--- src/design/bs_pkg.sv ---
// shared types, sizes and helpers for the bitonic sorter
// no dependencies; imported by bs_ctrl, bs_dp and bitonic_sorter
package bs_pkg;

	localparam int NUM_ELEMENTS = 64;
	localparam int STORE_DEPTH  = 64;
	localparam int DATA_W       = 32;
	localparam int IDX_W        = $clog2(STORE_DEPTH);
	localparam int BANK_DEPTH   = STORE_DEPTH / 2;
	localparam int BANK_AW      = IDX_W - 1;
	localparam int PAIR_W       = IDX_W - 1;
	localparam int CNT_W        = $clog2(STORE_DEPTH + 1);
	localparam int LG_W         = $clog2(IDX_W + 1);
	localparam int LG_P         = $clog2(NUM_ELEMENTS);
	localparam int PAD_SIZE     = 1 << LG_P;

	typedef logic [IDX_W-1:0]         idx_t;
	typedef logic [PAIR_W-1:0]        pair_t;
	typedef logic [LG_W-1:0]          lg_t;
	typedef logic [BANK_AW-1:0]       baddr_t;
	typedef logic signed [DATA_W-1:0] data_t;

	localparam data_t PAD_VALUE = {1'b0, {(DATA_W-1){1'b1}}};

	// command word from controller to datapath
	typedef struct packed {
		logic wr_en;
		logic wr_pad;
		idx_t wr_idx;
		logic cs_en;
		idx_t cs_lo;
		idx_t cs_hi;
		logic cs_desc;
		logic out_en;
		idx_t out_idx;
		logic out_last;
	} bs_cmd_t;

	// the two indices of a pair differ in one bit, so parity splits them over two banks
	function automatic logic bank_of(input idx_t idx);
		return ^idx;
	endfunction

	function automatic baddr_t bank_addr(input idx_t idx);
		return idx[IDX_W-1:1];
	endfunction

	// lower index of a pair: insert a zero at the stride bit position
	function automatic idx_t pair_lo(input pair_t pair, input lg_t str_lg);
		idx_t p;
		idx_t mask;
		p    = {1'b0, pair};
		mask = ~({IDX_W{1'b1}} << str_lg);
		return ((p & ~mask) << 1) | (p & mask);
	endfunction

endpackage

--- src/design/bs_ctrl.sv ---
// sequencer for the bitonic sorter: load, pad, network stages, burst out
// depends on bs_pkg; drives the bs_dp command word
module bs_ctrl
	import bs_pkg::*;
(
	input  logic    clk,
	input  logic    arst_n,
	input  logic    start,
	output logic    busy,
	output bs_cmd_t cmd
);

	typedef enum logic [2:0] {
		S_IDLE,
		S_PAD,
		S_SORT,
		S_DRAIN,
		S_EMIT
	} state_t;

	localparam pair_t LAST_PAIR = pair_t'(PAD_SIZE / 2 - 1);
	localparam lg_t   TOP_LG    = lg_t'(LG_P);

	state_t           state_q;
	logic             busy_q;
	logic [CNT_W-1:0] cnt_q;
	pair_t            pair_q;
	lg_t              blk_q;
	lg_t              str_q;
	logic             done_q;
	logic             accept;
	idx_t             lo;
	logic [IDX_W:0]   lo_shift;

	assign accept = start && !busy_q;
	assign busy   = busy_q;

	always_ff @(posedge clk or negedge arst_n) begin
		if (!arst_n) begin
			state_q <= S_IDLE;
			busy_q  <= 1'b0;
			cnt_q   <= '0;
			pair_q  <= '0;
			blk_q   <= lg_t'(1);
			str_q   <= '0;
			done_q  <= 1'b0;
		end else begin
			unique case (state_q)
				S_IDLE: begin
					if (accept) begin
						cnt_q <= cnt_q + 1'b1;
						if (cnt_q == CNT_W'(NUM_ELEMENTS - 1)) begin
							busy_q  <= 1'b1;
							state_q <= (NUM_ELEMENTS == PAD_SIZE) ? S_SORT : S_PAD;
						end
					end
				end
				S_PAD: begin
					if (cnt_q == CNT_W'(PAD_SIZE - 1)) begin
						state_q <= S_SORT;
					end else begin
						cnt_q <= cnt_q + 1'b1;
					end
				end
				S_SORT: begin
					pair_q <= pair_q + 1'b1;
					if (pair_q == LAST_PAIR) begin
						pair_q  <= '0;
						state_q <= S_DRAIN;
						if (str_q == '0) begin
							if (blk_q == TOP_LG) begin
								done_q <= 1'b1;
							end else begin
								blk_q <= blk_q + 1'b1;
								str_q <= blk_q;
							end
						end else begin
							str_q <= str_q - 1'b1;
						end
					end
				end
				S_DRAIN: begin
					// bubble state so the last write-back lands before the next read
					if (done_q) begin
						done_q  <= 1'b0;
						blk_q   <= lg_t'(1);
						str_q   <= '0;
						cnt_q   <= '0;
						state_q <= S_EMIT;
					end else begin
						state_q <= S_SORT;
					end
				end
				S_EMIT: begin
					cnt_q <= cnt_q + 1'b1;
					if (cnt_q == CNT_W'(NUM_ELEMENTS - 1)) begin
						cnt_q   <= '0;
						busy_q  <= 1'b0;
						state_q <= S_IDLE;
					end
				end
				default: begin
					state_q <= S_IDLE;
				end
			endcase
		end
	end

	assign lo       = pair_lo(pair_q, str_q);
	assign lo_shift = {1'b0, lo} >> blk_q;

	always_comb begin
		cmd          = '0;
		cmd.wr_en    = accept || (state_q == S_PAD);
		cmd.wr_pad   = (state_q == S_PAD);
		cmd.wr_idx   = cnt_q[IDX_W-1:0];
		cmd.cs_en    = (state_q == S_SORT);
		cmd.cs_lo    = lo;
		cmd.cs_hi    = lo | (idx_t'(1) << str_q);
		cmd.cs_desc  = lo_shift[0];
		cmd.out_en   = (state_q == S_EMIT);
		cmd.out_idx  = cnt_q[IDX_W-1:0];
		cmd.out_last = (cnt_q == CNT_W'(NUM_ELEMENTS - 1));
	end

endmodule

--- src/design/bs_dp.sv ---
// datapath of the bitonic sorter: two parity banks, compare-swap, output select
// depends on bs_pkg; commanded by bs_ctrl
module bs_dp
	import bs_pkg::*;
(
	input  logic    clk,
	input  logic    arst_n,
	input  bs_cmd_t cmd,
	input  data_t   value,
	output logic    strobe,
	output data_t   sorted_value,
	output logic    last
);

	data_t  mem0_q [BANK_DEPTH];
	data_t  mem1_q [BANK_DEPTH];
	data_t  rdata0_s1;
	data_t  rdata1_s1;

	logic   cs_v_s1;
	logic   out_v_s1;
	idx_t   lo_s1;
	idx_t   hi_s1;
	logic   desc_s1;
	logic   last_s1;
	logic   obank_s1;

	logic   we0, we1;
	baddr_t wa0, wa1, ra0, ra1;
	data_t  wd0, wd1;
	data_t  a, b, new_lo, new_hi;
	logic   swap, blo_s1, blo, wbank;
	data_t  ld_data;

	assign blo     = bank_of(cmd.cs_lo);
	assign blo_s1  = bank_of(lo_s1);
	assign wbank   = bank_of(cmd.wr_idx);
	assign ld_data = cmd.wr_pad ? PAD_VALUE : value;

	assign a      = blo_s1 ? rdata1_s1 : rdata0_s1;
	assign b      = blo_s1 ? rdata0_s1 : rdata1_s1;
	assign swap   = desc_s1 ? (b > a) : (a > b);
	assign new_lo = swap ? b : a;
	assign new_hi = swap ? a : b;

	always_comb begin
		we0 = 1'b0;
		we1 = 1'b0;
		wa0 = bank_addr(cmd.wr_idx);
		wa1 = bank_addr(cmd.wr_idx);
		wd0 = ld_data;
		wd1 = ld_data;
		if (cs_v_s1) begin
			we0 = 1'b1;
			we1 = 1'b1;
			wa0 = blo_s1 ? bank_addr(hi_s1) : bank_addr(lo_s1);
			wa1 = blo_s1 ? bank_addr(lo_s1) : bank_addr(hi_s1);
			wd0 = blo_s1 ? new_hi : new_lo;
			wd1 = blo_s1 ? new_lo : new_hi;
		end else if (cmd.wr_en) begin
			we0 = !wbank;
			we1 = wbank;
		end
	end

	always_comb begin
		if (cmd.cs_en) begin
			ra0 = blo ? bank_addr(cmd.cs_hi) : bank_addr(cmd.cs_lo);
			ra1 = blo ? bank_addr(cmd.cs_lo) : bank_addr(cmd.cs_hi);
		end else begin
			ra0 = bank_addr(cmd.out_idx);
			ra1 = bank_addr(cmd.out_idx);
		end
	end

	always_ff @(posedge clk) begin
		if (we0) begin
			mem0_q[wa0] <= wd0;
		end
		if (we1) begin
			mem1_q[wa1] <= wd1;
		end
		rdata0_s1 <= mem0_q[ra0];
		rdata1_s1 <= mem1_q[ra1];
		lo_s1     <= cmd.cs_lo;
		hi_s1     <= cmd.cs_hi;
		desc_s1   <= cmd.cs_desc;
		last_s1   <= cmd.out_last;
		obank_s1  <= bank_of(cmd.out_idx);
	end

	always_ff @(posedge clk or negedge arst_n) begin
		if (!arst_n) begin
			cs_v_s1  <= 1'b0;
			out_v_s1 <= 1'b0;
		end else begin
			cs_v_s1  <= cmd.cs_en;
			out_v_s1 <= cmd.out_en;
		end
	end

	assign strobe       = out_v_s1;
	assign sorted_value = obank_s1 ? rdata1_s1 : rdata0_s1;
	assign last         = out_v_s1 && last_s1;

endmodule

--- src/design/bitonic_sorter.sv ---
// bitonic sorter top level: controller plus datapath
// depends on bs_pkg, bs_ctrl, bs_dp
//
// Load NUM_ELEMENTS signed values one per cycle with start while busy is low.
// On the last value busy rises; slots up to the next power of two P are filled
// with the largest signed value, then the network runs log2(P)*(log2(P)+1)/2
// stages, each of P/2 compare-swaps then a drain bubble, one compare-swap per cycle
// on two parity-split store banks with one read and one write port each. The
// sorted set then comes out ascending, one value per cycle on strobe with last
// on the final one; there is no back-pressure, so the receiver must take every
// cycle of the burst. The next set may be loaded from the cycle that carries
// the final element.
module bitonic_sorter
	import bs_pkg::*;
(
	input  logic  clk,
	input  logic  arst_n,
	input  logic  start,
	output logic  busy,
	input  data_t value,
	output logic  strobe,
	output data_t sorted_value,
	output logic  last
);

	bs_cmd_t cmd;

	bs_ctrl u_ctrl (
		.clk    (clk),
		.arst_n (arst_n),
		.start  (start),
		.busy   (busy),
		.cmd    (cmd)
	);

	bs_dp u_dp (
		.clk          (clk),
		.arst_n       (arst_n),
		.cmd          (cmd),
		.value        (value),
		.strobe       (strobe),
		.sorted_value (sorted_value),
		.last         (last)
	);

endmodule

--- config.mk ---
export PLATFORM = sky130hd
export DESIGN_NAME = bitonic_sorter
export DESIGN_NICKNAME = d
export VERILOG_FILES = /design/src/design/bs_pkg.sv /design/src/design/bs_ctrl.sv /design/src/design/bs_dp.sv /design/src/design/bitonic_sorter.sv
export SDC_FILE = /design/constraint.sdc
export NUM_CORES = 2
export LEC_CHECK = 0
export BUFFER_PORTS_ARGS = -buffer_cell sky130_fd_sc_hd__buf_2
export CORE_MARGIN = 3
export CORE_UTILIZATION = 55
export DETAILED_ROUTE_END_ITERATION = 8
export PLACE_DENSITY = 0.74
export RECOVER_POWER = 100
export SETUP_SLACK_MARGIN = 0.5
export SYNTH_ARGS = -nofsm -noshare
export SYNTH_HDL_FRONTEND = slang
export SYNTH_HIERARCHICAL = 1
export SYNTH_SLANG_ARGS = --single-unit
--- constraint.sdc ---
create_clock -name clk -period 4.2 [get_ports clk]
set_input_delay 0.21 -clock clk [delete_from_list [all_inputs] [get_ports clk]]
set_output_delay 0.21 -clock clk [all_outputs]
set_load 0.1 [all_outputs]
# Yosys cells after proc, flatten, opt, wreduce, memory -nomap -nowiden

Memory sizes are Yosys's and may differ from the RTL's. A register that Yosys moved wholly into a read port is not among the register bits.
Index checks and enable logic that the tools add are counted.

Memories kept: 2
Bits in writable memories: 2048
Register bits after elaboration: 40
Output and inout bits: 35
Logic and storage cells: 124
Input bits: 35

Eq/ne operators: 17
Shift operators: 3
Reductions and logical operators: 19
Bitwise operators: 6
Add/sub/neg operators: 4
$lt $le $gt $ge: 2
Muxes and demuxes: 57

Memories:

| memory      | depth | bits a word | read ports | clocked after memory_dff | write ports | RTL line    | text |
|---|---|---|---|---|---|---|---|
| u_dp.mem0_q | 32    | 32          | 1          | 1                        | 1           | bs_dp.sv:15 | `data_t mem0_q [BANK_DEPTH];` |
| u_dp.mem1_q | 32    | 32          | 1          | 1                        | 1           | bs_dp.sv:16 | `data_t mem1_q [BANK_DEPTH];` |

Operators by type and width:

| operator            | number |
|---|---|
| $mux 32             | 10 |
| $gt 32x32->1        | 2 |
| $mux 5              | 9 |
| $mux 3              | 13 |
| $mux 7              | 4 |
| $pmux 7 s4          | 1 |
| $reduce_xor 6->1    | 3 |
| $reduce_and 4->1    | 4 |
| $mux 1              | 15 |
| $pmux 3 s5          | 1 |
| $ne 2x2->1 const B  | 6 |
| $or 6x6->6          | 2 |
| $pmux 3 s2          | 2 |
| $add 7x1->7 const B | 1 |
| $eq 7x6->1 const B  | 1 |
| $and 5x6->6         | 1 |
| $eq 3x2->1 const B  | 2 |
| $eq 3x3->1 const B  | 2 |
| $logic_not 3->1     | 2 |
| $ne 2x1->1 const B  | 3 |
| $not 6->6           | 1 |
| $shl 1x3->6 const A | 1 |
| $shl 6x3->6 const A | 1 |
| $shr 6x3->1         | 1 |
| 16 further kinds    | 20 |

# Logic depth before layout (Yosys ltp)

Depth after elaboration: 8
Gate-level depth with buffers: 16
Gate-level depth less buffers: 14

# Modules after synthesis

Netlist, hierarchy kept.

By module, submodules not included:

| module  | cells each | area each (µm²) | seq. area each (µm²) | times used |
|---|---|---|---|---|
| bs_dp   | 4025       | 84116.9         | 63110.5              | 1 |
| bs_ctrl | 197        | 1825.5          | 576.8                | 1 |

# Worst setup path after synthesis

No wires, ideal clock.

Path type: register to register
From: register u_dp.lo_s1[1]
To: memory u_dp/mem0_q[0][24] (netlist bit) (data pin)
Path buffers: 4
Period minus slack after synthesis: 4.220 ns
Setup time: 0.445 ns
Arrival: 3.775 ns
Cell stages (with the launch flop): 14
Setup slack: -0.020 ns
Required time: 3.755 ns
Cell sequence: dfxtp_1 -> xnor2_1 -> xnor3_2 -> buf_6 -> buf_6 -> mux2i_1 -> o2111ai_1 -> o2111ai_1 -> nor4_4 -> a21boi_4 -> buf_12 -> buf_8 -> nor3_1 -> nor3_1

Longest elaborated chain between the ends: 7
Elaborated cells on any way between the ends: 10
Those cells by class: order compare: 2; mux: 7; reduce/logical: 1

RTL lines:

| item                       | RTL line                 | text |
|---|---|---|
| start: declaration         | bs_dp.sv:22              | `idx_t lo_s1;` |
| start signal: assignment   | bs_dp.sv:85              | `lo_s1 <= cmd.cs_lo;` |
| $reduce_xor 6->1 *         | bs_pkg.sv:41             | `return ^idx;` |
| $mux 32 (on tied branches) | bs_dp.sv:40, bs_dp.sv:41 |  |
| $gt 32x32->1               | bs_dp.sv:42              | `assign swap = desc_s1 ? (b > a) : (a > b);` |
| $mux 1                     | bs_dp.sv:42              |  |
| $mux 32 (on tied branches) | bs_dp.sv:43, bs_dp.sv:44 |  |
| $mux 32 *                  | bs_dp.sv:58              | `wd0 = blo_s1 ? new_hi : new_lo;` |
| $mux 32 *                  | bs_dp.sv:53              | `if (cs_v_s1) begin` |
| net u_dp.wd0[24]           | bs_dp.sv:30              | `data_t wd0, wd1;` |
| end: declaration           | bs_dp.sv:15              |  |

Mark *: on every way through the listed nets, which the timed path passes. The rest lies on a longest branch.

# Worst setup path after layout

From: register u_dp.obank_s1
To: output port sorted_value[13]

Longest elaborated chain between the ends: 1

RTL lines:

| item                     | RTL line             | text |
|---|---|---|
| start: declaration       | bs_dp.sv:26          | `logic obank_s1;` |
| start signal: assignment | bs_dp.sv:89          | `obank_s1 <= bank_of(cmd.out_idx);` |
| $mux 32                  | bs_dp.sv:103         | `assign sorted_value = obank_s1 ? rdata1_s1 : rdata0_s1;` |
| end: declaration         | bitonic_sorter.sv:22 | `output data_t sorted_value,` |

No other way between the ends.

==> tab_implementation.tex <==
\begin{tabular}{lr}
\hline
Metric & Value \\
\hline
\multicolumn{2}{l}{\textbf{Critical path}} \\
Maximum net fanout on the critical path & 36 \\
Critical Path Start & u\_dp/obank\_s1 \\
Crit path capture type & output port \\
Worst path arrival time & between 3000 and 4000 ps \\
Crit Reg-Reg Startpoint & u\_dp/lo\_s1[2] \\
WS Path Type & register to output port \\
Required time at the worst-slack endpoint & 3990 ps \\
Kind of start point of the critical path & register \\
\multicolumn{2}{l}{\textbf{STA}} \\
Max Slew Vio Count & 95 \\
Hold Violations, Final & 0 \\
Time the final worst path needs with I/O delays and setup & around 4200 ps \\
Setup repair after global routing missed its margin & true \\
Least-Margin Pin Slew & 1880 ps \\
Least setup slack across all paths after layout & -2.23 ps \\
Crit share post-route & 1.00 \\
Worst hold slack & around 110 ps \\
FMAX & around 0.24 GHz \\
Slew Limit Headroom & -0.255 \\
Setup-failing EPs final & 1 \\
Skew final & about 50 ps \\
\multicolumn{2}{l}{\textbf{CTS}} \\
Inserted Clock Buffers & around 200 \\
CTS Buffer Depth & 3 \\
Master cell of the clock root buffer & clkbuf\_16 \\
Clock latency at the later pin of the worst-skew pair & approximately 860 ps \\
Clock tree sinks & $\sim$2200 \\
Clock slew at reported path FFs & 60 ps \\
H-tree levels & 4 \\
TritonCTS clock tree & yes \\
\multicolumn{2}{l}{\textbf{Run}} \\
Number of max-capacitance violations reported & 3 \\
\multicolumn{2}{l}{\textbf{GRT}} \\
Met1 layer usage reported by global route & 0.409 \\
Met3 Track Usage GR & 0.0706 \\
Gr busiest metal & met2 \\
All-layer global routing usage & 0.283 \\
Wire length of the first global-routing pass & between 300000 and 400000 um \\
Number of antenna violations at the first check in global routing & 4 \\
Grt total ovfl & 0 \\
Global Route met2 Usage & 0.428 \\
Vias in the first global route & roughly 46000 \\
Largest net degree at the start of global routing & 53 \\
\multicolumn{2}{l}{\textbf{Placed design}} \\
Port Buffers & 69 \\
HPWL reported at the end of detailed placement & 124000 um \\
RD Place Congestion & 0.937 \\
Worst setup timing slack at the placement stage & -94.2 ps \\
\multicolumn{2}{l}{\textbf{Pwr}} \\
Sum of internal, switching and leakage power & approximately 94 mW \\
Maximum ir drop on the vdd rail & 0.000967 V \\
Cell area power density & around 930 nW/um\^{}2 \\
Static Leak & roughly 33 nW \\
\multicolumn{2}{l}{\textbf{Floorplan}} \\
Overall die area & $\sim$160000 um\^{}2 \\
Die outline width & 401 um \\
Die Y-Extent & 401 um \\
Initial core utilization & 0.556 \\
Count of standard-cell rows & $\sim$140 \\
Core Region & 155000 um\^{}2 \\
Ports placed on the boundary & 70 \\
\multicolumn{2}{l}{\textbf{Cells and area}} \\
Fraction of layout instances using a drive strength above 1 & 0.359 \\
Net count reported at finish & between 4000 and 5000 \\
Layout filler cell count & around 9700 \\
Final Util & 0.656 \\
Layout area overhead & 18.1\% \\
\multicolumn{2}{l}{\textbf{Worst hold path}} \\
Kind of path behind the tightest hold check & primary input to register \\
Origin of the worst min-delay path & value[22] \\
\multicolumn{2}{l}{\textbf{Drt}} \\
Detail-routed net length per standard cell & 33.3 um \\
Total routed wirelength & $\sim$230000 um \\
Detailed-router iteration count before antenna repair & 8 \\
Via/cell ratio & 6.65 \\
DR iter-0 viols & 6433 \\
Total via count after detailed routing & 46200 \\
Remaining design rule violation count & 0 \\
Remaining antenna violation count after routing & 0 \\
\multicolumn{2}{l}{\textbf{Synth}} \\
Number of nets produced by synthesis & 4268 \\
Total of warnings raised by yosys & 6 \\
Synthesized area per cell & 20.4 um\^{}2 \\
Syn Std Cell Area & about 86000 um\^{}2 \\
Instance count of the mapped netlist & $\sim$4200 \\
\multicolumn{2}{l}{\textbf{Status}} \\
Outcome & complete, but fails checks \\
Failing checks & max-capacitance violations, max-slew violations, negative setup slack \\
\hline
\end{tabular}
critical path, cell delays in order, from the launching register on:
cell      delay [ps]
dfxtp_1         1580
o21ai_0          950
clkbuf_2         580
timing repair:
item | 4_1_cts | 5_1_grt
hold buffers | 4 | 0
resized for setup | 157 | 109
buffers inserted | 66 | 27
pin swaps | 34 | 24
cloned | 31 | 29
endpoints found under the setup margin | 2112 | 2135
endpoints found under the hold margin | 26 | 0
sequential cells by signal, indices dropped and copies added (netlist names), 3 cells and up:
register,count
u_ctrl/blk_q,3
u_ctrl/cnt_q,7
u_ctrl/pair_q,5
u_ctrl/state_q,3
u_ctrl/str_q,3
u_dp/hi_s1,5
u_dp/lo_s1,6
u_dp/mem0_q,1024
u_dp/mem1_q,1024
u_dp/rdata0_s1,32
u_dp/rdata1_s1,32
where the power goes:
group / switching (mW) / internal (mW) / total, mW
Sequential: 1.34 / 30.2 / 31.5
Clock: 7.95 / 10.4 / 18.3
Combinational: 25.3 / 19.3 / 44.6
placed cells by master (no fill, tap or decap), types with 51 or more instances in the layout:
cell type / instances
nor2_1: 145
o22ai_1: 89
a21oi_1: 51
nand2_1: 121
clkbuf_16: 224
mux2_2: 236
nor3_1: 97
dfxtp_1: 73
buf_12: 134
mux4_2: 512
clkbuf_1: 85
edfxtp_1: 2048
buf_4: 114
clkbuf_2: 80
final cells by class:
cell class | instances | area [um^2] | share of cell area
antenna | 2 | 5.00 | 0.0000493
clock buffer | 247 | 5410 | 0.0533
clock inverter | 134 | 1250 | 0.0123
inverter | 45 | 181 | 0.00179
multi-input combinational | 1789 | 21700 | 0.214
sequential | 2151 | 63700 | 0.628
tap | 2044 | 2560 | 0.0252
timing repair buffer | 543 | 6700 | 0.0660
routing by layer:
| metal | wire length (um) | vias to the layer above | share of wire |
|---|---|---|---|
| li1 | - | 18400 | - |
| met1 | 85900 | 24100 | 0.37 |
| met2 | 107000 | 3197 | 0.46 |
| met3 | 29900 | 524 | 0.13 |
| met4 | 8740 | 4 | 0.038 |
| met5 | 27 | - | 0.00012 |
worst paths after layout:
kind / endpoint / slack, ps / depth (start not counted)
worst max-delay path: sorted_value[13] / -2 / 2
max in group asynchronous: u_dp/cs_v_s1 / 2000 / 4
worst max register to register: u_dp/mem1_q[22][30] / 50 / 14
worst min register to register: u_ctrl/busy / 600 / 2
worst min-delay path: u_dp/mem1_q[12][22] / 110 / 4
min in group asynchronous: u_ctrl/blk_q[0] / 560 / 3
stage by stage:
stage | setup TNS [ps] | instance area (um^2) | cells
2_1_floorplan | -3260 | 86200 | 4221
3_3_place_gp | 0 | 92400 | 6415
3_5_place_dp | -240 | 92400 | 6415
4_1_cts | 0 | 101000 | 6897
5_1_grt | 0 | 101000 | 6953
6_report | -2.23 | 101000 | 6955
Power figures use the tool's default switching activity.
